## src/rtl/core/assert_macros.svh

```systemverilog
// Assertion helpers, clocked on clk with the active-low reset disabling them.
`ifndef ASSERT_MACROS_SVH
`define ASSERT_MACROS_SVH

// Same-cycle implication.
`define RAD_ASSERT_NOW(lbl, ante, cons, msg) \
    lbl: assert property (@(posedge clk) disable iff (!rst_n) (ante) |-> (cons)) \
        else $error(msg);

// Next-cycle implication.
`define RAD_ASSERT_NEXT(lbl, ante, cons, msg) \
    lbl: assert property (@(posedge clk) disable iff (!rst_n) (ante) |=> (cons)) \
        else $error(msg);

`endif

```

## src/rtl/core/rad_pkg.sv

```systemverilog
package rad_pkg;

    localparam int SRC_W   = 11;
    localparam int THB_W   = 9;
    localparam int PIX_W   = 16;
    localparam int CH_W    = 6;
    localparam int ONE_W   = 17;
    localparam int XW      = SRC_W + 16;
    localparam int AREA_W  = 2 * ONE_W - 1;
    localparam int TOT_W   = 2 * XW - 1;
    localparam int ACC_W   = 2 * XW + 5;
    localparam int NUM_W   = ACC_W + 1;
    localparam int Q_W     = 6;
    localparam int NCH     = 3;
    localparam int CFG_IDX_W = 3;

    localparam int DEF_MAX_SOURCE_DIM  = 1024;
    localparam int DEF_MAX_THUMB_WIDTH = 256;

    localparam logic [SRC_W-1:0] RST_SOURCE_WIDTH  = SRC_W'(320);
    localparam logic [SRC_W-1:0] RST_SOURCE_HEIGHT = SRC_W'(240);
    localparam logic [THB_W-1:0] RST_THUMB_WIDTH   = THB_W'(64);
    localparam logic [THB_W-1:0] RST_THUMB_HEIGHT  = THB_W'(40);

    localparam logic [XW-1:0]    ONE16 = XW'(65536);

    typedef enum logic [CFG_IDX_W-1:0] {
        CFG_SOURCE_WIDTH  = 3'd0,
        CFG_SOURCE_HEIGHT = 3'd1,
        CFG_THUMB_WIDTH   = 3'd2,
        CFG_THUMB_HEIGHT  = 3'd3
    } cfg_idx_t;

    // One classified source pixel, as handed from front to back.
    typedef struct packed {
        logic              bad;
        logic [4:0]        r;
        logic [5:0]        g;
        logic [4:0]        b;
        logic [THB_W-1:0]  dx;
        logic              bank;
        logic [ONE_W-1:0]  wx0;
        logic [ONE_W-1:0]  wx1;
        logic [ONE_W-1:0]  wy0;
        logic [ONE_W-1:0]  wy1;
        logic              fx0;
        logic              fy0;
        logic              emit;
        logic              last;
        logic [XW-1:0]     xspan;
        logic [XW-1:0]     yspan;
    } rad_job_t;

endpackage

```

## src/rtl/core/rad_front.sv

```systemverilog
module rad_front
    import rad_pkg::*;
#(
    parameter int MAX_SOURCE_DIM  = DEF_MAX_SOURCE_DIM,
    parameter int MAX_THUMB_WIDTH = DEF_MAX_THUMB_WIDTH
)
(
    input  logic                 clk,
    input  logic                 rst_n,
    input  logic                 cfg_write_en,
    input  logic [CFG_IDX_W-1:0] cfg_index,
    input  logic [SRC_W-1:0]     cfg_data,
    input  logic                 source_valid,
    output logic                 source_ready,
    input  logic [PIX_W-1:0]     source_pixel,
    output logic                 job_valid,
    input  logic                 job_ready,
    output rad_job_t             job
);

    localparam int DCW = $clog2(XW + 1);

    logic [SRC_W-1:0] sw_reg, sh_reg;
    logic [THB_W-1:0] tw_reg, th_reg;
    logic [XW-1:0]    hstep_reg, vstep_reg;
    logic [THB_W-1:0] hrem_reg, vrem_reg;
    logic [DCW-1:0]   div_cnt_reg;
    logic [SRC_W-1:0] col_reg, row_reg;
    logic [THB_W-1:0] dx_reg, dy_reg;
    logic [XW-1:0]    xa0_reg, ya0_reg;

    logic             busy, restart, accept, bad;
    logic [XW-1:0]    hdvd, vdvd;
    logic [THB_W:0]   htrial, vtrial;
    logic [PIX_W-1:0] px;
    logic [XW-1:0]    sx16, sy16, sx1, sy1, w16, h16, xedge, yedge, x1a, y1a, x1m, y1m;
    logic             xlast, ylast, has_x1, has_y1, col_end, row_end;

    assign busy    = div_cnt_reg != '0;
    assign restart = cfg_write_en && (cfg_index == CFG_SOURCE_WIDTH ||
                     cfg_index == CFG_SOURCE_HEIGHT || cfg_index == CFG_THUMB_WIDTH ||
                     cfg_index == CFG_THUMB_HEIGHT);

    assign source_ready = !busy && job_ready;
    assign job_valid    = source_valid && !busy;
    assign accept       = source_valid && source_ready;

    assign bad = sw_reg == '0 || sh_reg == '0 || tw_reg == '0 || th_reg == '0 ||
                 32'(sw_reg) > 32'(MAX_SOURCE_DIM) || 32'(sh_reg) > 32'(MAX_SOURCE_DIM) ||
                 32'(tw_reg) > 32'(MAX_THUMB_WIDTH) ||
                 32'(tw_reg) > 32'(sw_reg) || 32'(th_reg) > 32'(sh_reg);

    // step = (size << 16) / thumb, one quotient bit a cycle
    assign hdvd   = {sw_reg, 16'd0};
    assign vdvd   = {sh_reg, 16'd0};
    assign htrial = {hrem_reg, hdvd[div_cnt_reg - 1'b1]};
    assign vtrial = {vrem_reg, vdvd[div_cnt_reg - 1'b1]};

    assign px   = {source_pixel[7:0], source_pixel[15:8]};
    assign sx16 = {col_reg, 16'd0};
    assign sy16 = {row_reg, 16'd0};
    assign sx1  = sx16 + ONE16;
    assign sy1  = sy16 + ONE16;
    assign w16  = {sw_reg, 16'd0};
    assign h16  = {sh_reg, 16'd0};
    assign xedge = xa0_reg + hstep_reg;
    assign yedge = ya0_reg + vstep_reg;
    assign xlast = (THB_W+1)'(dx_reg) + 1'b1 >= (THB_W+1)'(tw_reg);
    assign ylast = (THB_W+1)'(dy_reg) + 1'b1 >= (THB_W+1)'(th_reg);
    assign x1a   = xlast ? w16 : xedge;
    assign y1a   = ylast ? h16 : yedge;
    assign x1m   = x1a - XW'(1);
    assign y1m   = y1a - XW'(1);
    assign has_x1 = !xlast && (sx1 > xedge);
    assign has_y1 = !ylast && (sy1 > yedge);
    assign col_end = (SRC_W+1)'(col_reg) + 1'b1 >= (SRC_W+1)'(sw_reg);
    assign row_end = (SRC_W+1)'(row_reg) + 1'b1 >= (SRC_W+1)'(sh_reg);

    always_comb
    begin
        job.bad   = bad;
        job.r     = px[15:11];
        job.g     = px[10:5];
        job.b     = px[4:0];
        job.dx    = dx_reg;
        job.bank  = dy_reg[0];
        job.wx0   = (x1a < sx1) ? ONE_W'(x1a - sx16) : ONE_W'(ONE16);
        job.wx1   = has_x1 ? ONE_W'(sx1 - xedge) : '0;
        job.wy0   = (y1a < sy1) ? ONE_W'(y1a - sy16) : ONE_W'(ONE16);
        job.wy1   = has_y1 ? ONE_W'(sy1 - yedge) : '0;
        job.fx0   = col_reg == xa0_reg[XW-1:16];
        job.fy0   = row_reg == ya0_reg[XW-1:16];
        job.emit  = (col_reg == x1m[XW-1:16]) && (row_reg == y1m[XW-1:16]);
        job.last  = bad ? (col_end && row_end) : (xlast && ylast);
        job.xspan = x1a - xa0_reg;
        job.yspan = y1a - ya0_reg;
    end

    always_ff @(posedge clk or negedge rst_n)
    begin
        if (!rst_n)
        begin
            sw_reg      <= RST_SOURCE_WIDTH;
            sh_reg      <= RST_SOURCE_HEIGHT;
            tw_reg      <= RST_THUMB_WIDTH;
            th_reg      <= RST_THUMB_HEIGHT;
            hstep_reg   <= '0;
            vstep_reg   <= '0;
            hrem_reg    <= '0;
            vrem_reg    <= '0;
            div_cnt_reg <= DCW'(XW);
            col_reg     <= '0;
            row_reg     <= '0;
            dx_reg      <= '0;
            dy_reg      <= '0;
            xa0_reg     <= '0;
            ya0_reg     <= '0;
        end
        else if (restart)
        begin
            case (cfg_idx_t'(cfg_index))
                CFG_SOURCE_WIDTH:  sw_reg <= cfg_data;
                CFG_SOURCE_HEIGHT: sh_reg <= cfg_data;
                CFG_THUMB_WIDTH:   tw_reg <= cfg_data[THB_W-1:0];
                CFG_THUMB_HEIGHT:  th_reg <= cfg_data[THB_W-1:0];
                default: ;
            endcase
            hstep_reg   <= '0;
            vstep_reg   <= '0;
            hrem_reg    <= '0;
            vrem_reg    <= '0;
            div_cnt_reg <= DCW'(XW);
            col_reg     <= '0;
            row_reg     <= '0;
            dx_reg      <= '0;
            dy_reg      <= '0;
            xa0_reg     <= '0;
            ya0_reg     <= '0;
        end
        else if (busy)
        begin
            div_cnt_reg <= div_cnt_reg - 1'b1;
            if (htrial >= {1'b0, tw_reg})
            begin
                hrem_reg  <= THB_W'(htrial - {1'b0, tw_reg});
                hstep_reg <= {hstep_reg[XW-2:0], 1'b1};
            end
            else
            begin
                hrem_reg  <= htrial[THB_W-1:0];
                hstep_reg <= {hstep_reg[XW-2:0], 1'b0};
            end
            if (vtrial >= {1'b0, th_reg})
            begin
                vrem_reg  <= THB_W'(vtrial - {1'b0, th_reg});
                vstep_reg <= {vstep_reg[XW-2:0], 1'b1};
            end
            else
            begin
                vrem_reg  <= vtrial[THB_W-1:0];
                vstep_reg <= {vstep_reg[XW-2:0], 1'b0};
            end
        end
        else if (accept)
        begin
            if (col_end)
            begin
                col_reg <= '0;
                dx_reg  <= '0;
                xa0_reg <= '0;
                if (row_end)
                begin
                    row_reg <= '0;
                    dy_reg  <= '0;
                    ya0_reg <= '0;
                end
                else
                begin
                    row_reg <= row_reg + 1'b1;
                    if (sy1 >= yedge && !ylast)
                    begin
                        dy_reg  <= dy_reg + 1'b1;
                        ya0_reg <= yedge;
                    end
                end
            end
            else
            begin
                col_reg <= col_reg + 1'b1;
                if (sx1 >= xedge && !xlast)
                begin
                    dx_reg  <= dx_reg + 1'b1;
                    xa0_reg <= xedge;
                end
            end
        end
    end

endmodule

```

## config.mk

```make
export PLATFORM = sky130hd
export DESIGN_NAME = rad_front
export DESIGN_NICKNAME = d
export VERILOG_FILES = /design/src/rtl/core/assert_macros.svh /design/src/rtl/core/rad_pkg.sv /design/src/rtl/core/rad_front.sv
export SDC_FILE = /design/constraint.sdc
export NUM_CORES = 1
export LEC_CHECK = 0
export BUFFER_PORTS_ARGS = -buffer_cell sky130_fd_sc_hd__clkbuf_2
export CAP_MARGIN = 20
export CELL_PAD_IN_SITES_DETAIL_PLACEMENT = 0
export CELL_PAD_IN_SITES_GLOBAL_PLACEMENT = 1
export CORE_ASPECT_RATIO = 0.9
export CORE_MARGIN = 1.5
export CORE_UTILIZATION = 50
export DETAILED_ROUTE_END_ITERATION = 10
export GPL_TIMING_DRIVEN = 0
export PLACE_DENSITY_LB_ADDON = 0.1
export SLEW_MARGIN = 20
export SYNTH_ARGS = -nofsm -noshare
export SYNTH_HDL_FRONTEND = slang
export SYNTH_SLANG_ARGS = --single-unit
```

## constraint.sdc

```tcl
create_clock -name clk -period 15.5 [get_ports clk]
set_input_delay 1.55 -clock clk [delete_from_list [all_inputs] [get_ports clk]]
set_output_delay 1.55 -clock clk [all_outputs]
set_load 0.02 [all_outputs]
```

# Word-level counts from Yosys, hierarchy flattened

Cells that the tools add are included.

Logic and storage cells: 164
Output and inout bits: 155
Register bits after elaboration: 211
Bits of input ports: 35

$lt $le $gt $ge: 18
Reduce and logical (&&, ||, !) cells: 44
Muxes and demuxes: 56
Eq/ne operators: 8
Add/sub/neg operators: 23

Operators with widths:

| cell                     | number |
|---|---|
| $mux W27                 | 17 |
| $mux W9                  | 17 |
| $mux W11                 | 9 |
| $mux W17                 | 4 |
| $sub A17 B17 Y17         | 4 |
| $add A27 B17 Y27 const B | 2 |
| $add A27 B27 Y27         | 2 |
| $ge A27 B27 Y1           | 2 |
| $gt A27 B27 Y1           | 2 |
| $lt A27 B27 Y1           | 2 |
| $sub A27 B1 Y27 const B  | 2 |
| $sub A27 B27 Y27         | 2 |
| $eq A11 B11 Y1           | 4 |
| $ge A10 B9 Y1            | 4 |
| $add A11 B1 Y12 const B  | 2 |
| $ge A12 B11 Y1           | 2 |
| $add A11 B1 Y11 const B  | 2 |
| $gt A11 B11 Y1 const B   | 2 |
| $gt A9 B11 Y1            | 2 |
| $logic_not A11 Y1        | 2 |
| $add A9 B1 Y10 const B   | 2 |
| $add A9 B1 Y9 const B    | 2 |
| $logic_not A9 Y1         | 2 |
| $sub A9 B9 Y9            | 2 |
| 19 further kinds         | 56 |

# Depth between registers and ports, before layout

Depth in word-level cells: 10
Gate-level depth with buffers: 29

# Worst setup path after synthesis

OpenSTA, ideal clock, no wires.

Path type: reg2out
Start: register dx_reg[0]
End: output job[53] (netlist bit)
Arrival: 6.307 ns
Required time: 13.950 ns
Cell stages (with the launch flop): 28
Path slack: 7.643 ns
Cells stage by stage: dfrtp_1 > ha_1 > nand3_1 > nor2_1 > nand3_1 > xnor2_1 > ha_1 > and4_1 > a211oi_1 > and3_1 > clkbuf_1 > clkbuf_1 > nand2b_1 > fa_1 > nand2b_1 > a21oi_1 > o211ai_1 > nand4b_1 > o211ai_1 > maj3_1 > o21a_1 > a21o_1 > maj3_1 > o221ai_1 > a41oi_1 > o21bai_1 > a21oi_1 > xnor2_1

RTL lines:

| what                   | line             | RTL |
|---|---|---|
| start, declared        | rad_front.sv:29  | `logic [THB_W-1:0] dx_reg, dy_reg;` |
| start signal, assigned | rad_front.sv:192 | `dx_reg <= dx_reg + 1'b1;` |
| end, declared          | rad_front.sv:18  | `output rad_job_t job` |

==> metrics.md <==
| Metric | Value |
|---|---|
| Launching element type of the critical path | `register` |
| Final setup violating endpoints | `0` |
| Worst min-delay path endpoint | `ya0_reg[2]$_DFFE_PN0P_` |
| CP most frequent cell | `sky130_fd_sc_hd__ha_1` |
| Shortest clock period the worst path allows after layout | `10.50 ns` |
| All-layer global routing usage | `31.4%` |
| Part of the Yosys area used for sequential elements | `25.7%` |
| Initial antenna violation count | `1` |
| Syn-to-layout area delta | `12.7%` |
| Cell with the most instances after synthesis | `sky130_fd_sc_hd__nand2_1` |
| Via Count | `20200` |
| Layout Cell Area excl Fill | `23200 sq um` |
| Hold path depth | `2` |
| Total Neg Setup Slack | `0 ns` |
| Vertical die dimension | `196 um` |
| 1st-pass router iterations | `7` |
| Vias per std cell | `5.94` |
| Count of instances resized after the clock tree is built | `0` |
| Count of pins over their slew limit | `0` |
| Avg Cell Area, Syn | `7.85 sq um` |
| Hold Fails Final Rpt | `0` |
| Number of buffers inserted during clock tree synthesis | `27` |
| R2r setup slk | `8.69 ns` |
| Vias in the first global route | `19000` |
| Synth warn | `0` |
| Max transition margin | `30.8%` |
| RR Startpoint | `hstep_reg[6]$_DFFE_PN0P_` |
| Cells taking the most area after synthesis | `sky130_fd_sc_hd__dfrtp_1, sky130_fd_sc_hd__ha_1, sky130_fd_sc_hd__nand2_1` |
| Floorplan core area | `40600 sq um` |
| Highest-delay cell along the critical path | `sky130_fd_sc_hd__o41ai_1` |
| Depth of the worst register-to-register path | `21` |
| Hold-fix buffers at CTS | `0` |
| Worst Setup Slack post-DPL | `5.74 ns` |
| Count of buffers inserted at the top-level ports | `173` |
| Mapped Nets | `2890` |
| Horizontal die dimension | `217 um` |
| Ys flop type | `sky130_fd_sc_hd__dfrtp_1` |
| Final critical-path setup slack | `5.00 ns` |
| Count of flip-flops with a built-in enable after synthesis | `0` |
| Post-route fraction of the period consumed by the critical path | `67.8%` |
| Root buf cell | `sky130_fd_sc_hd__clkbuf_16` |
| Overflow left after global routing | `0` |
| Clock tree from TritonCTS | `built` |
| Sinks on Clock Net | `211` |
| Outcome | `finished, final reports clean` |
| Critical path class | `reg -> out` |
| Top cell family by delay on the critical path | `compound AO/OA/AOI/OAI gates` |
| Count of distinct cell types in the synthesized netlist | `99` |
| Post-CTS clock slew at the launch and capture registers of the worst setup and hold paths | `0.07 ns` |
| Overall die area | `42500 sq um` |
| Fraction of layout cells with a size suffix above 1 | `12.1%` |
| Maximum root-to-sink buffer count | `3` |
| First-pass GRT wire length | `106000 um` |
| IO Pins | `190` |
| Setup repair after global routing missed its margin | `false` |
| Number of nets in the layout | `3097` |
| Ant diodes | `0` |
| Total placed instance area | `22300 sq um` |
| Post-Synthesis Cells | `2627` |
| DRC Markers | `0` |
| Number of placement rows | `70` |
| List of most frequent post-synthesis cells | `sky130_fd_sc_hd__nand2_1, sky130_fd_sc_hd__nor2_1, sky130_fd_sc_hd__ha_1, sky130_fd_sc_hd__dfrtp_1, sky130_fd_sc_hd__a21oi_1` |
| Post-detailed-placement half-perimeter wirelength | `53400 um` |
| Max-capacitance violation count | `0` |
| Worst path bufs/invs | `5` |
| Sort of element at the end of the critical path | `output pin` |
| Highest attainable clock frequency | `95.2 MHz` |
| Yosys top cell area share | `24.0%` |
| Clock Skew | `0.0156 ns` |
| Total wire length | `67400 um` |
| Level count of the clock H-tree | `1` |
| Highest cell delay on the worst timing path | `0.75 ns` |
| DR WL/cell | `19.8 um` |
| Clock Latency Late Sink | `0.58 ns` |
| Antenna-violating nets left | `0` |
| Critical path data required time | `13.95 ns` |
| Gp weighted congestion | `0.933` |
| Worst Tran Pin Value | `1.02 ns` |
| Reg2reg end | `dx_reg[5]$_DFFE_PN0P_` |
| Data arrival time of the worst path | `8.95 ns` |
| First DRT Iteration DRCs | `1617` |
| Hold_sp | `ya0_reg[2]$_DFFE_PN0P_` |
| Post-route worst hold slack | `0.521 ns` |
| Cell area after synthesis | `20600 sq um` |
| CP Max Fanout | `10` |
| Count of buffers added by post-CTS timing repair for setup | `0` |
| Total of flip-flops plus latches after synthesis | `211` |
| Type of the worst min-delay path | `reg -> reg` |
| Library cell occupying the most area in the post-synthesis netlist | `sky130_fd_sc_hd__dfrtp_1` |
| Maximum number of pins on one net before global-route repair | `85` |
| Initial Utilization | `50.7%` |
| Share of synthesized registers carrying an async set or reset | `100%` |
==> worst max-delay path by stage <==
stage                     slack, ns       to             startpoint  cells after the start
after global routing           4.32  job[24]  dy_reg[0]$_DFFE_PN0P_                     28
after global placement         5.89  job[24]  dy_reg[0]$_DFFE_PN0P_                     28
after detailed placement       5.74  job[24]  dy_reg[0]$_DFFE_PN0P_                     28
after floorplan                7.64  job[53]  dx_reg[0]$_DFFE_PN0P_                     27
final                          5.00  job[24]  dy_reg[0]$_DFFE_PN0P_                     28
after CTS                      5.09  job[24]  dy_reg[0]$_DFFE_PN0P_                     28
==> layer usage <==
metal  routed length [um]  part of all wire (%)  up-vias  GRT usage [%]
met2                28100                    42      656           46.5
met1                33000                    49     9727           47.6
met4                 1340                   2.0        0           6.64
met3                 4930                   7.3       94           5.18
met5                    0                     0        -              0
li1                     -                     -     9688              -
==> cell type report <==
| class | count | area (sq um) |
|---|---|---|
| fill | 3902 | 17400 |
| multi-input combinational | 2118 | 14200 |
| sequential | 211 | 5300 |
| timing repair buffer | 178 | 956 |
| clock buffer | 32 | 734 |
| tap | 540 | 676 |
| inverter | 171 | 642 |
| buffer | 127 | 571 |
| clock inverter | 18 | 218 |
==> layout by cell type, fill, tap and decap left out, types with 8 or more instances in the layout <==
cell                        Yosys  routed
sky130_fd_sc_hd__a211oi_1      25      24
sky130_fd_sc_hd__nand2_1      346     346
sky130_fd_sc_hd__mux2_2        15      15
sky130_fd_sc_hd__dfstp_2       13      13
sky130_fd_sc_hd__clkbuf_1      96      97
sky130_fd_sc_hd__nand2b_1      52      52
sky130_fd_sc_hd__o21ai_1       13      13
sky130_fd_sc_hd__a21o_1        67      67
sky130_fd_sc_hd__and2_1        16      16
sky130_fd_sc_hd__nor2_1       230     230
sky130_fd_sc_hd__or2_2         16      16
sky130_fd_sc_hd__nor3_1        54      54
sky130_fd_sc_hd__nor2b_1       47      47
sky130_fd_sc_hd__clkbuf_16      0      27
sky130_fd_sc_hd__a211o_1       10      10
sky130_fd_sc_hd__nor3b_1        9       9
sky130_fd_sc_hd__or3_1         19      19
sky130_fd_sc_hd__dfrtp_1      198     198
sky130_fd_sc_hd__xor2_1        66      66
sky130_fd_sc_hd__a21oi_1      177     175
sky130_fd_sc_hd__o211ai_1      20      20
sky130_fd_sc_hd__a31oi_1       11      10
sky130_fd_sc_hd__inv_1        171     171
sky130_fd_sc_hd__a22o_1         8       8
sky130_fd_sc_hd__buf_4         21      23
sky130_fd_sc_hd__nand4_1       29      29
sky130_fd_sc_hd__or4_1          9       9
sky130_fd_sc_hd__nor4_1        20      20
sky130_fd_sc_hd__clkbuf_2       0     172
sky130_fd_sc_hd__xnor2_1      128     128
sky130_fd_sc_hd__mux2i_1       12      12
sky130_fd_sc_hd__o21a_1        22      22
sky130_fd_sc_hd__and3_1        24      24
sky130_fd_sc_hd__nand3_1       59      59
sky130_fd_sc_hd__o31ai_1       64      62
sky130_fd_sc_hd__o21ai_0      175     175
sky130_fd_sc_hd__ha_1         222     222
==> cell families (layout without fill, tap and decap cells) <==
| family | Yosys count | in the layout | share of synthesized area [%] |
|---|---|---|---|
| flops | 211 | 211 | 25.7 |
| compound gates | 694 | 694 | 21.8 |
| mux | 31 | 31 | 1.84 |
| simple gates | 968 | 968 | 22.4 |
| xor+xnor | 195 | 195 | 8.32 |
| fa+ha+maj | 230 | 230 | 14.1 |
| buf+inv | 298 | 526 | 5.88 |
==> worst min-delay path: stages, from the launching register on <==
cell and delay [ns]:
sky130_fd_sc_hd__dfrtp_1 0.37, sky130_fd_sc_hd__nand2_1 0.06, sky130_fd_sc_hd__o31ai_1 0.06
==> per-stage QoR <==
stage / cells / utilization (%)
floorplan: 2627 / -
detailed placement: 3345 / 54.8
finish: 3395 / 57.2
CTS: 3395 / 57.2
global placement: 3340 / 54.5
global route: 3395 / 57.2
Power is left out: the tool's default activity adds up to more than one toggle a clock period on the data nets, which glitch-free logic cannot reach.
