`config.mk`:
```
export PLATFORM = sky130hd
export DESIGN_NAME = rad_queue
export DESIGN_NICKNAME = d
export VERILOG_FILES = /design/src/rtl/core/assert_macros.svh /design/src/rtl/core/rad_pkg.sv /design/src/rtl/core/rad_queue.sv
export SDC_FILE = /design/constraint.sdc
export NUM_CORES = 1
export LEC_CHECK = 0
export BUFFER_PORTS_ARGS = -buffer_cell sky130_fd_sc_hd__clkbuf_2
export CORE_MARGIN = 2
export CORE_UTILIZATION = 47
export DETAILED_ROUTE_END_ITERATION = 8
export GPL_ROUTABILITY_DRIVEN = 0
export PLACE_DENSITY = 0.78
export SETUP_SLACK_MARGIN = 0.3
export SLEW_MARGIN = 5
export SYNTH_ARGS = -nofsm -noshare
export SYNTH_HDL_FRONTEND = slang
export SYNTH_SLANG_ARGS = --single-unit
```
`constraint.sdc`:
```
create_clock -name clk -period 7.6 [get_ports clk]
set_clock_uncertainty 0.1 [all_clocks]
set_input_delay 0.38 -clock clk [delete_from_list [all_inputs] [get_ports clk]]
set_output_delay 0.38 -clock clk [all_outputs]
set_load 0.1 [all_outputs]
```
`src/rtl/core/assert_macros.svh`:
```
// Assertion helpers, clocked on clk with the active-low reset disabling them.
`ifndef ASSERT_MACROS_SVH
`define ASSERT_MACROS_SVH

// Same-cycle implication.
`define RAD_ASSERT_NOW(lbl, ante, cons, msg) \
    lbl: assert property (@(posedge clk) disable iff (!rst_n) (ante) |-> (cons)) \
        else $error(msg);

// Next-cycle implication.
`define RAD_ASSERT_NEXT(lbl, ante, cons, msg) \
    lbl: assert property (@(posedge clk) disable iff (!rst_n) (ante) |=> (cons)) \
        else $error(msg);

`endif

```
`src/rtl/core/rad_pkg.sv`:
```
package rad_pkg;

    localparam int SRC_W   = 11;
    localparam int THB_W   = 9;
    localparam int PIX_W   = 16;
    localparam int CH_W    = 6;
    localparam int ONE_W   = 17;
    localparam int XW      = SRC_W + 16;
    localparam int AREA_W  = 2 * ONE_W - 1;
    localparam int TOT_W   = 2 * XW - 1;
    localparam int ACC_W   = 2 * XW + 5;
    localparam int NUM_W   = ACC_W + 1;
    localparam int Q_W     = 6;
    localparam int NCH     = 3;
    localparam int CFG_IDX_W = 3;

    localparam int DEF_MAX_SOURCE_DIM  = 1024;
    localparam int DEF_MAX_THUMB_WIDTH = 256;

    localparam logic [SRC_W-1:0] RST_SOURCE_WIDTH  = SRC_W'(320);
    localparam logic [SRC_W-1:0] RST_SOURCE_HEIGHT = SRC_W'(240);
    localparam logic [THB_W-1:0] RST_THUMB_WIDTH   = THB_W'(64);
    localparam logic [THB_W-1:0] RST_THUMB_HEIGHT  = THB_W'(40);

    localparam logic [XW-1:0]    ONE16 = XW'(65536);

    typedef enum logic [CFG_IDX_W-1:0] {
        CFG_SOURCE_WIDTH  = 3'd0,
        CFG_SOURCE_HEIGHT = 3'd1,
        CFG_THUMB_WIDTH   = 3'd2,
        CFG_THUMB_HEIGHT  = 3'd3
    } cfg_idx_t;

    // One classified source pixel, as handed from front to back.
    typedef struct packed {
        logic              bad;
        logic [4:0]        r;
        logic [5:0]        g;
        logic [4:0]        b;
        logic [THB_W-1:0]  dx;
        logic              bank;
        logic [ONE_W-1:0]  wx0;
        logic [ONE_W-1:0]  wx1;
        logic [ONE_W-1:0]  wy0;
        logic [ONE_W-1:0]  wy1;
        logic              fx0;
        logic              fy0;
        logic              emit;
        logic              last;
        logic [XW-1:0]     xspan;
        logic [XW-1:0]     yspan;
    } rad_job_t;

endpackage

```
`src/rtl/core/rad_queue.sv`:
```
module rad_queue
    import rad_pkg::*;
(
    input  logic     clk,
    input  logic     rst_n,
    input  logic     push_valid,
    output logic     push_ready,
    input  rad_job_t push_job,
    output logic     pop_valid,
    input  logic     pop_ready,
    output rad_job_t pop_job
);

    rad_job_t   slot_reg [2];
    logic       wr_ptr_reg, rd_ptr_reg;
    logic [1:0] count_reg;
    logic       push, pop;

    assign push_ready = count_reg != 2'd2;
    assign pop_valid  = count_reg != 2'd0;
    assign pop_job    = slot_reg[rd_ptr_reg];
    assign push       = push_valid && push_ready;
    assign pop        = pop_valid && pop_ready;

    always_ff @(posedge clk)
    begin
        if (push)
            slot_reg[wr_ptr_reg] <= push_job;
    end

    always_ff @(posedge clk or negedge rst_n)
    begin
        if (!rst_n)
        begin
            wr_ptr_reg <= 1'b0;
            rd_ptr_reg <= 1'b0;
            count_reg  <= 2'd0;
        end
        else
        begin
            if (push)
                wr_ptr_reg <= !wr_ptr_reg;
            if (pop)
                rd_ptr_reg <= !rd_ptr_reg;
            if (push && !pop)
                count_reg <= count_reg + 1'b1;
            else if (pop && !push)
                count_reg <= count_reg - 1'b1;
        end
    end

endmodule

```
# Yosys cells after proc, flatten, opt, wreduce, memory -nomap -nowiden
# Memories as Yosys holds them, arrays and structs flattened.
# Index checks and enable logic that the tools add are counted.
[totals]
mem_bits_rw = 306
reg_bits = 4
n_memories = 1
input_bits = 157
wordCells = 21
[memory_table]
columns = ["name", "words", "width", "rd", "rd_ports_with_merged_regs", "write_ports", "line", "source"]
rows = [
  ["slot_reg", 2, 153, 1, 0, 1, "rad_queue.sv:14", "rad_job_t slot_reg [2];"],
]
[classes]
addsub = 2
n_reduce_logical = 10
n_eq_ne = 1
n_mux = 4
[op_table]
columns = ["op", "n"]
rows = [
  ["$logic_and A1 B1 Y1", 4],
  ["$logic_not A1 Y1", 4],
  ["$mux W2", 2],
  ["$reduce_bool A2 Y1", 2],
  ["$add A2 B1 Y2 const B", 1],
  ["$mux W1", 2],
  ["$ne A2 B2 Y1 const B", 1],
  ["$sub A2 B1 Y2 const B", 1],
]

# Longest topological paths before layout
# Gate-level depths: netlist of run 1.
[logic_depth]
ltp_word = 6
ltp_mapped = 7
depth_no_buf = 7

# Worst setup path before layout of run 1
# No wires, ideal clock.
[synth_path]
kind = "flip-flop to flip-flop"
from = "register count_reg[0]"
to = "memory slot_reg[0][0] (netlist name) (enable)"
required_time_ns = 6.832
setup_ns = 0.668
path_stages_with_launch = 4
path_buffers = 0
setup_slack_ns = -1.016
arrival_time_ns = 7.847
path_cell_list = "dfrtp_1 -> nand2b_1 -> nand2_1 -> nor2_1"
[synth_between]
elab_chain_len = 4
[synth_lines]
columns = ["item", "line", "source"]
rows = [
  ["from (decl)", "rad_queue.sv:16", "logic [1:0] count_reg;"],
  ["from (signal assigned)", "rad_queue.sv:46", "count_reg <= count_reg + 1'b1;"],
  ["from (signal assigned)", "rad_queue.sv:48", "count_reg <= count_reg - 1'b1;"],
  ["$ne A2 B2 Y1", "rad_queue.sv:19", "assign push_ready = count_reg != 2'd2;"],
  ["via push_ready", "rad_queue.sv:7", "output logic push_ready,"],
  ["$logic_and A1 B1 Y1", "rad_queue.sv:22", "assign push = push_valid && push_ready;"],
  ["$mux W1", "rad_queue.sv:27", "if (push)"],
  ["$mux W1 (implied by the code)", "rad_queue.sv:28", "slot_reg[wr_ptr_reg] <= push_job;"],
  ["to (decl)", "rad_queue.sv:14", ""],
]
# The timed path passes the listed nets, and every way through them passes these cells.

==> results of run 1 <==
Yosys cell counts:
master / count
inv_1: 1
buf_6: 8
edfxtp_1: 306
buf_2: 9
xnor2_1: 3
and3_1: 1
xor2_1: 2
ha_1: 1
or2_2: 1
nand2b_1: 1
mux2_4: 60
dfrtp_1: 4
nand2_1: 2
mux2_2: 93
nor2_1: 2
metal layers:
layer  wire (um)  GRT usage (%)  vias up
li1            -              -     2940
met2       12800           33.8      245
met1        9270           21.1     3142
met4         874           7.21        0
met3        1370           4.00       62
met5           0              0        -
final cells by class:
type / count / area [um2]
multi-input combinational: 166 / 2050
clock inverter: 16 / 150
fill: 1606 / 8240
sequential: 310 / 9290
tap: 324 / 405
timing repair buffer: 472 / 3150
antenna: 2 / 5.00
clock buffer: 38 / 802
inverter: 1 / 3.75
critical path, cell delays in order (launching register included):
cell	delay, ns
dfrtp_4	0.65
buf_4	0.85
mux2_2	0.46
clkbuf_2	0.38
path summary, 6_finish.rpt:
check                                  start               end  slack [ns]  cells past startpoint
min in group clk                  push_valid        wr_ptr_reg        0.16                      3
max in group asynchronous              rst_n        rd_ptr_reg        7.15                      2
worst max register to register  count_reg[0]  slot_reg[1][147]        4.54                      4
worst min register to register  count_reg[1]      count_reg[1]        0.41                      1
worst min-delay path                   rst_n      count_reg[0]        0.10                      2
worst max-delay path              rd_ptr_reg        pop_job[3]        4.15                      3
cells by family (layout without fill, tap and decap cells):
| kind of cell | Yosys count | in the layout | synth area share [%] |
|---|---|---|---|
| DFF | 310 | 310 | 81.0 |
| muxes | 153 | 153 | 17.0 |
| buffers and inverters | 18 | 527 | 1.21 |
| and+or+nand+nor | 7 | 7 | 0.295 |
| xor gates and xnor gates | 5 | 5 | 0.382 |
| adders and majority gates | 1 | 1 | 0.109 |
| other | 0 | 2 | 0 |
metrics by stage:
stage	setup WS (ns)	util [%]	hold WS [ns]	area (um2)	instances
CTS	4.12	65.8	0.0486	15900	1327
global placement	4.54	55.4	0.0911	13400	1118
floorplan	1.57	-	-0.0156	11500	494
detailed placement	4.48	55.4	0.0943	13400	1118
global route	4.03	65.8	0.107	15900	1329
finish	4.15	65.8	0.104	15900	1329
==> results.json, run 1 <==
{
  "status": "finished, final reports clean",
  "initial_core_util_pct": 47.6,
  "drtAntennaViolNets": 0,
  "drv_slew": 0,
  "hpwl_mm": 13.8,
  "yosysSeqAreaShare_pct": 81.0,
  "slew_headroom_pct": 26.8,
  "detail_route.wl_per_cell_um": 18.3,
  "syn_area_per_cell_um2": 23.2,
  "synthTopCellsByArea": "edfxtp_1 80%, mux2_2 9.1%, mux2_4 7.9%, dfrtp_1 0.87%, buf_6 0.79%",
  "grt_pass1_vias": 6941,
  "hold_viol": 0,
  "worstPathMaxFanout": 65,
  "crit_path_end_kind": "output pin",
  "synth_top_area_cell": "edfxtp_1",
  "path_clk_slew_ns": 0.06,
  "holdCritPathClass": "input pin to asynchronous set/reset pin",
  "h-tree-depth": 1,
  "die-area_mm2": 0.0257,
  "io_buffers": 311,
  "cp.arrival_ns": 2.97,
  "worst_ep_required_time_ns": 7.12,
  "synth_top_cell_area_share_pct": 80.1,
  "syn_to_final_growth_pct": 38.3,
  "max-clock-path-buffers": 3,
  "max-cap-violations": 0,
  "grt_use_total_pct": 18.4,
  "final_cell_mix": "311 x clkbuf_2, 306 x edfxtp_1, 155 x dlygate4sd3_1, 93 x mux2_2, 60 x mux2_4",
  "fin_crit_ns": 3.45,
  "postCtsHoldBufs": 155,
  "finalSetupTns_ns": 0,
  "path_class": "flip-flop to output pin",
  "drt-total-wl_mm": 24.3,
  "ios": 312,
  "rsz0062_at_grt": "no",
  "cts_made_buffers": 30,
  "clock_latency_ns": 0.54,
  "antenna_found_initial": 2,
  "post-route-period-util_pct": 45.5,
  "via_per_inst": 4.81,
  "cts.sinks": 310,
  "yosysWarnings": 0,
  "cts_tree": "yes",
  "grt_max_degree": 80,
  "grt_pass1_wl_mm": 37.0,
  "synth_cell_type_count": 15,
  "die_w_um": 160,
  "syn_inst": 494,
  "worst_pin_slew_ns": 1.10,
  "drc": 0,
  "core_region_area_mm2": 0.0241,
  "synth-seq-cells": 310,
  "dr.pass1.iters": 6,
  "final-setup-viol-count": 0,
  "rows": 57,
  "root_buffer": "clkbuf_16",
  "drive_above_1_share_pct": 51.2,
  "syn_area_mm2": 0.0115,
  "startpoint_type": "flip-flop",
  "final_common_cell": "clkbuf_2",
  "cts_setup_buffers": 0,
  "largest_register_ffs": 306,
  "finalNetCount": 1139,
  "dr_total_vias": 6389,
  "overflow": 0,
  "fmax_ghz": 0.289,
  "syn_nets": 652,
  "cts_resized": 0,
  "dr.first_iter.drc_count": 338,
  "die_h_um": 160
}
Power of run 1 is not shown: default switching activity piles up to over one toggle a cycle in this logic, so the estimate is an artifact.
==> inputs of run 2 (changes only) <==
--- a/config.mk
+++ b/config.mk
@@ -5,12 +5,13 @@
 export SDC_FILE = /design/constraint.sdc
 export NUM_CORES = 1
 export LEC_CHECK = 0
+export ABC_AREA = 1
 export BUFFER_PORTS_ARGS = -buffer_cell sky130_fd_sc_hd__clkbuf_2
 export CORE_MARGIN = 2
-export CORE_UTILIZATION = 47
+export CORE_UTILIZATION = 52
 export DETAILED_ROUTE_END_ITERATION = 8
 export GPL_ROUTABILITY_DRIVEN = 0
-export PLACE_DENSITY = 0.78
+export PLACE_DENSITY = 0.81
 export SETUP_SLACK_MARGIN = 0.3
 export SLEW_MARGIN = 5
 export SYNTH_ARGS = -nofsm -noshare
==> constraint.sdc (replaced) <==
create_clock -name clk -period 3.4 [get_ports clk]
set_clock_uncertainty 0.1 [all_clocks]
set_input_delay 0.17 -clock clk [delete_from_list [all_inputs] [get_ports clk]]
set_output_delay 0.17 -clock clk [all_outputs]
set_load 0.1 [all_outputs]
==> results.json, run 2 <==
{
  "startpoint_type": "flip-flop",
  "multi_input_area_mm2": 0.00186,
  "cp_top_family": "buffers and inverters",
  "cts_made_buffers": 31,
  "fin_crit_ns": 2.88,
  "design_area_mm2": 0.0159,
  "ys.flop_type": "edfxtp_1",
  "synth_edf_count": 306,
  "yosysSeqAreaShare_pct": 82.2,
  "path_class": "flip-flop to output pin",
  "drive_above_1_share_pct": 28.6,
  "critPathBufInv": 3,
  "cts.sinks": 310,
  "path_clk_slew_ns": 0.06,
  "holdCritPathClass": "input pin to flip-flop",
  "io_buffers": 311,
  "cp.arrival_ns": 2.61,
  "hold_viol": 0,
  "final_cell_mix": "467 x nand2_1, 311 x clkbuf_2, 306 x edfxtp_1, 157 x dlygate4sd3_1, 31 x clkbuf_16",
  "grt_use_total_pct": 25.6,
  "syn_inst": 827,
  "worstPathMaxFanout": 60,
  "fmax_ghz": 0.347,
  "drt-total-wl_mm": 30.2,
  "grt_pass1_vias": 8338,
  "antenna_found_initial": 1,
  "slew_headroom_pct": 39.8,
  "seq_area_mm2": 0.00929,
  "ios": 312,
  "syn_to_final_growth_pct": 40.7,
  "yosysWarnings": 0,
  "status": "finished, final reports clean",
  "drv_slew": 0,
  "final_common_cell": "nand2_1",
  "cts_setup_buffers": 0,
  "yosys-top-cells-count": "469 x nand2_1, 306 x edfxtp_1, 17 x buf_2, 9 x clkbuf_1, 7 x buf_4",
  "via_per_inst": 5.11,
  "path_common_cell": "nand2_1",
  "finalNetCount": 1477,
  "largest_register_ffs": 306,
  "synth_cell_type_count": 14,
  "worst_ep_required_time_ns": 3.13,
  "dr_total_vias": 8267,
  "cpPeakStageDelay_ns": 0.51,
  "overflow": 0,
  "cpMaxStageDelayCell": "inv_4",
  "syn_area_mm2": 0.0113,
  "dr.first_iter.drc_count": 584,
  "core_region_area_mm2": 0.0212,
  "yosys.cell_count.top_type": "nand2_1",
  "worst_pin_slew_ns": 0.903,
  "crit_path_end_kind": "output pin",
  "synthTopCellsByArea": "edfxtp_1 81%, nand2_1 16%, dfrtp_1 0.89%, buf_2 0.75%, buf_4 0.47%",
  "synth-seq-cells": 310,
  "worst_slack_ns": 0.520,
  "root_buffer": "clkbuf_16",
  "cts_tree": "yes",
  "placedInstanceArea_mm2": 0.0133,
  "fill_cells": 1159,
  "max-clock-path-buffers": 3,
  "synth_top_area_cell": "edfxtp_1",
  "async_reset_ff_share_pct": 1.29,
  "synth_top_cell_area_share_pct": 81.3,
  "max-cap-violations": 0,
  "die_w_um": 151,
  "cp_cell_sequence": "inv_4 > buf_4 > nand2_1 > nand2_1 > clkbuf_2",
  "final_core_util_pct": 75.2,
  "grt_pass1_wl_mm": 44.2,
  "drtAntennaViolNets": 0,
  "place_ws_ns": 1.12,
  "syn_nets": 985,
  "drc": 0,
  "dr.pass1.iters": 4,
  "initial_core_util_pct": 53.4,
  "detail_route.wl_per_cell_um": 18.6,
  "holdWs_ns": 0.267,
  "die_h_um": 151,
  "rsz0062_at_grt": "no",
  "h-tree-depth": 1,
  "syn_area_per_cell_um2": 13.7,
  "grt_max_degree": 155,
  "post-route-period-util_pct": 84.7,
  "final-setup-viol-count": 0,
  "hpwl_mm": 16.4,
  "die-area_mm2": 0.0229,
  "clock_latency_ns": 0.53,
  "rows": 53
}
## run 2: cell types whose count changed after synthesis, moves of 8 or more
cell,delta
buf_2,+8
buf_6,-8
clkbuf_1,+9
mux2_2,-93
mux2_4,-60
nand2_1,+467
## run 2: worst paths after layout
check / depth (start not counted) / slack (ns) / endpoint / startpoint
max: 5 / 0.52 / pop_job[148] / rd_ptr_reg
min: 2 / 0.27 / slot_reg[1][83] / push_job[83]
max reg2reg: 5 / 1.28 / slot_reg[0][112] / count_reg[0]
min reg2reg: 1 / 0.42 / count_reg[0] / count_reg[0]
max in group asynchronous: 3 / 2.54 / rd_ptr_reg / rst_n
min in group asynchronous: 3 / 0.47 / rd_ptr_reg / rst_n
## run 2: area by class of cell
cell class | count | area share [%]
diodes | 2 | 0.0315
clock buffers | 38 | 5.04
clock inverters | 18 | 1.22
inverters | 7 | 0.181
multi-input cells | 477 | 11.7
flip-flops and latches | 310 | 58.4
well taps | 275 | 2.16
repair buffers | 492 | 21.2
## run 2: cell families (layout without fill, tap and decap cells)
group	after synthesis	in the layout	synth area share, %
buffers and inverters	40	555	1.75
flip-flops	310	310	82.2
XOR/XNOR	2	2	0.155
AND/OR/NAND/NOR	474	474	15.8
adder cells (fa/ha/maj)	1	1	0.111
other	0	2	0
## run 2: timing repair
| item | 4_1_cts | 5_1_grt |
|---|---|---|
| hold buffers | 157 | 0 |
| resized for setup | 0 | 0 |
| endpoints found under the hold margin | 313 | 0 |
## run 2: metal layers
layer	up-vias	GRT usage, %	part of all wire, %
met2	485	45.7	51
li1	3788	-	-
met1	3920	30.7	36
met5	-	0	0
met3	74	5.60	9.7
met4	0	8.64	3.3
## run 2: per-stage QoR
step / std cells / setup TNS, ns
5_1_grt: 1618 / 0
6_report: 1619 / 0
4_1_cts: 1617 / 0
2_1_floorplan: 827 / -34.10
3_5_place_dp: 1404 / 0
3_3_place_gp: 1404 / 0
Power of run 2 is left out for the same reason.
==> inputs of run 3 (changes only) <==
--- a/config.mk
+++ b/config.mk
@@ -8,10 +8,10 @@
 export ABC_AREA = 1
 export BUFFER_PORTS_ARGS = -buffer_cell sky130_fd_sc_hd__clkbuf_2
 export CORE_MARGIN = 2
-export CORE_UTILIZATION = 52
+export CORE_UTILIZATION = 47
 export DETAILED_ROUTE_END_ITERATION = 8
 export GPL_ROUTABILITY_DRIVEN = 0
-export PLACE_DENSITY = 0.81
+export PLACE_DENSITY = 0.78
 export SETUP_SLACK_MARGIN = 0.3
 export SLEW_MARGIN = 5
 export SYNTH_ARGS = -nofsm -noshare
==> constraint.sdc (replaced) <==
create_clock -name clk -period 2.4 [get_ports clk]
set_clock_uncertainty 0.1 [all_clocks]
set_input_delay 0.12 -clock clk [delete_from_list [all_inputs] [get_ports clk]]
set_output_delay 0.12 -clock clk [all_outputs]
set_load 0.1 [all_outputs]
==> results.json, run 3 (synthesized netlist as in run 2, its figures left out) <==
{
  "antenna_found_initial": 1,
  "worstPathMaxFanout": 7,
  "via_per_inst": 5.44,
  "max-cap-violations": 0,
  "cp.arrival_ns": 1.96,
  "root_buffer": "clkbuf_16",
  "cpPeakStageDelay_ns": 0.56,
  "drtAntennaViolNets": 0,
  "fmax_ghz": 0.458,
  "dr_total_vias": 9155,
  "hpwl_mm": 18.1,
  "grt_use_total_pct": 27.8,
  "path_class": "flip-flop to output pin",
  "cts.sinks": 310,
  "ios": 312,
  "h-tree-depth": 1,
  "grt_pass1_vias": 9243,
  "finalNetCount": 1497,
  "rsz0062_at_grt": "yes",
  "initial_core_util_pct": 48.0,
  "cts_tree": "yes",
  "io_buffers": 311,
  "drt-total-wl_mm": 42.8,
  "crit_path_end_kind": "output pin",
  "worst_ep_required_time_ns": 2.18,
  "final_common_cell": "nand2_1",
  "hold_viol": 0,
  "dr.pass1.iters": 5,
  "startpoint_type": "flip-flop",
  "final-setup-viol-count": 0,
  "status": "finished, final reports clean",
  "largest_register_ffs": 306,
  "slew_headroom_pct": 61.3,
  "final_core_util_pct": 82.4,
  "final_cell_mix": "333 x nand2_1, 306 x edfxtp_1, 165 x buf_12, 158 x clkbuf_2, 157 x dlygate4sd3_1",
  "drc": 0,
  "cpMaxStageDelayCell": "dfrtp_4",
  "cts_made_buffers": 31,
  "grt_pass1_wl_mm": 53.8,
  "holdWs_ns": 0.204,
  "post-route-period-util_pct": 91.0,
  "clock_latency_ns": 0.55,
  "die_w_um": 159,
  "worst_pin_slew_ns": 0.584,
  "rows": 56,
  "holdCritPathClass": "input pin to flip-flop",
  "grt_max_degree": 84,
  "drive_above_1_share_pct": 39.8,
  "syn_to_final_growth_pct": 71.6,
  "worst_slack_ns": 0.217,
  "detail_route.wl_per_cell_um": 25.4,
  "place_ws_ns": 0.628,
  "dr.first_iter.drc_count": 860,
  "cp_cell_sequence": "inv_12 > buf_12 > buf_6 > nand2_1 > nand2_1 > buf_12",
  "overflow": 0,
  "path_clk_slew_ns": 0.07,
  "die-area_mm2": 0.0253,
  "fin_crit_ns": 2.18,
  "die_h_um": 159,
  "drv_slew": 0,
  "max-clock-path-buffers": 3,
  "core_region_area_mm2": 0.0235
}
run 3: cell type report:
cell class              count  area [um2]
multi-input cells         477        2360
clock buffers              38         832
diodes                      1        2.50
fillers                   987        4150
inverters                   7        38.8
flip-flops and latches    310        9290
repair buffers            510        6270
repair inverters            2        27.5
well taps                 319         399
clock inverters            19         165
run 3: repair_timing:
action	CTS	global route
hold buffers	157	0
cloned	7	17
endpoints found under the hold margin	313	0
pin swaps	1	41
gates resized for setup	25	163
setup buffers	8	4
setup endpoints to repair	153	147
run 3: per-stage QoR:
| step | setup TNS (ns) | cells | cell area [um2] |
|---|---|---|---|
| 4_1_cts | 0 | 1661 | 18500 |
| 3_5_place_dp | 0 | 1432 | 15600 |
| 3_3_place_gp | 0 | 1432 | 15600 |
| 5_1_grt | 0 | 1683 | 19400 |
| 6_report | 0 | 1683 | 19400 |
| 2_1_floorplan | -340.10 | 827 | 11300 |
run 3: routing by layer:
layer	routed length [um]	track usage [%]	vias to the layer above
met5	0	0	-
met4	1880	9.79	0
met3	4300	7.19	131
met2	22300	50.6	666
met1	14400	31.9	4523
li1	-	-	3835
run 3: path summary, 6_finish.rpt:
path / depth (start not counted) / end / slack, ns / startpoint
worst max register to register: 5 / slot_reg[0][92] / 0.59 / count_reg[0]
max in group asynchronous: 3 / rd_ptr_reg / 1.52 / rst_n
worst min-delay path: 2 / slot_reg[0][62] / 0.20 / push_job[62]
worst min register to register: 1 / count_reg[0] / 0.43 / count_reg[0]
min in group asynchronous: 3 / wr_ptr_reg / 0.43 / rst_n
worst max-delay path: 6 / pop_job[12] / 0.22 / rd_ptr_reg
run 3: critical path, delay by kind of cell, from the launching register on:
family	cells	cell delay, ns
AND/OR/NAND/NOR	2	0.22
buffers and inverters	4	0.63
flip-flops	1	0.56
Power of run 3 is left out for the same reason.
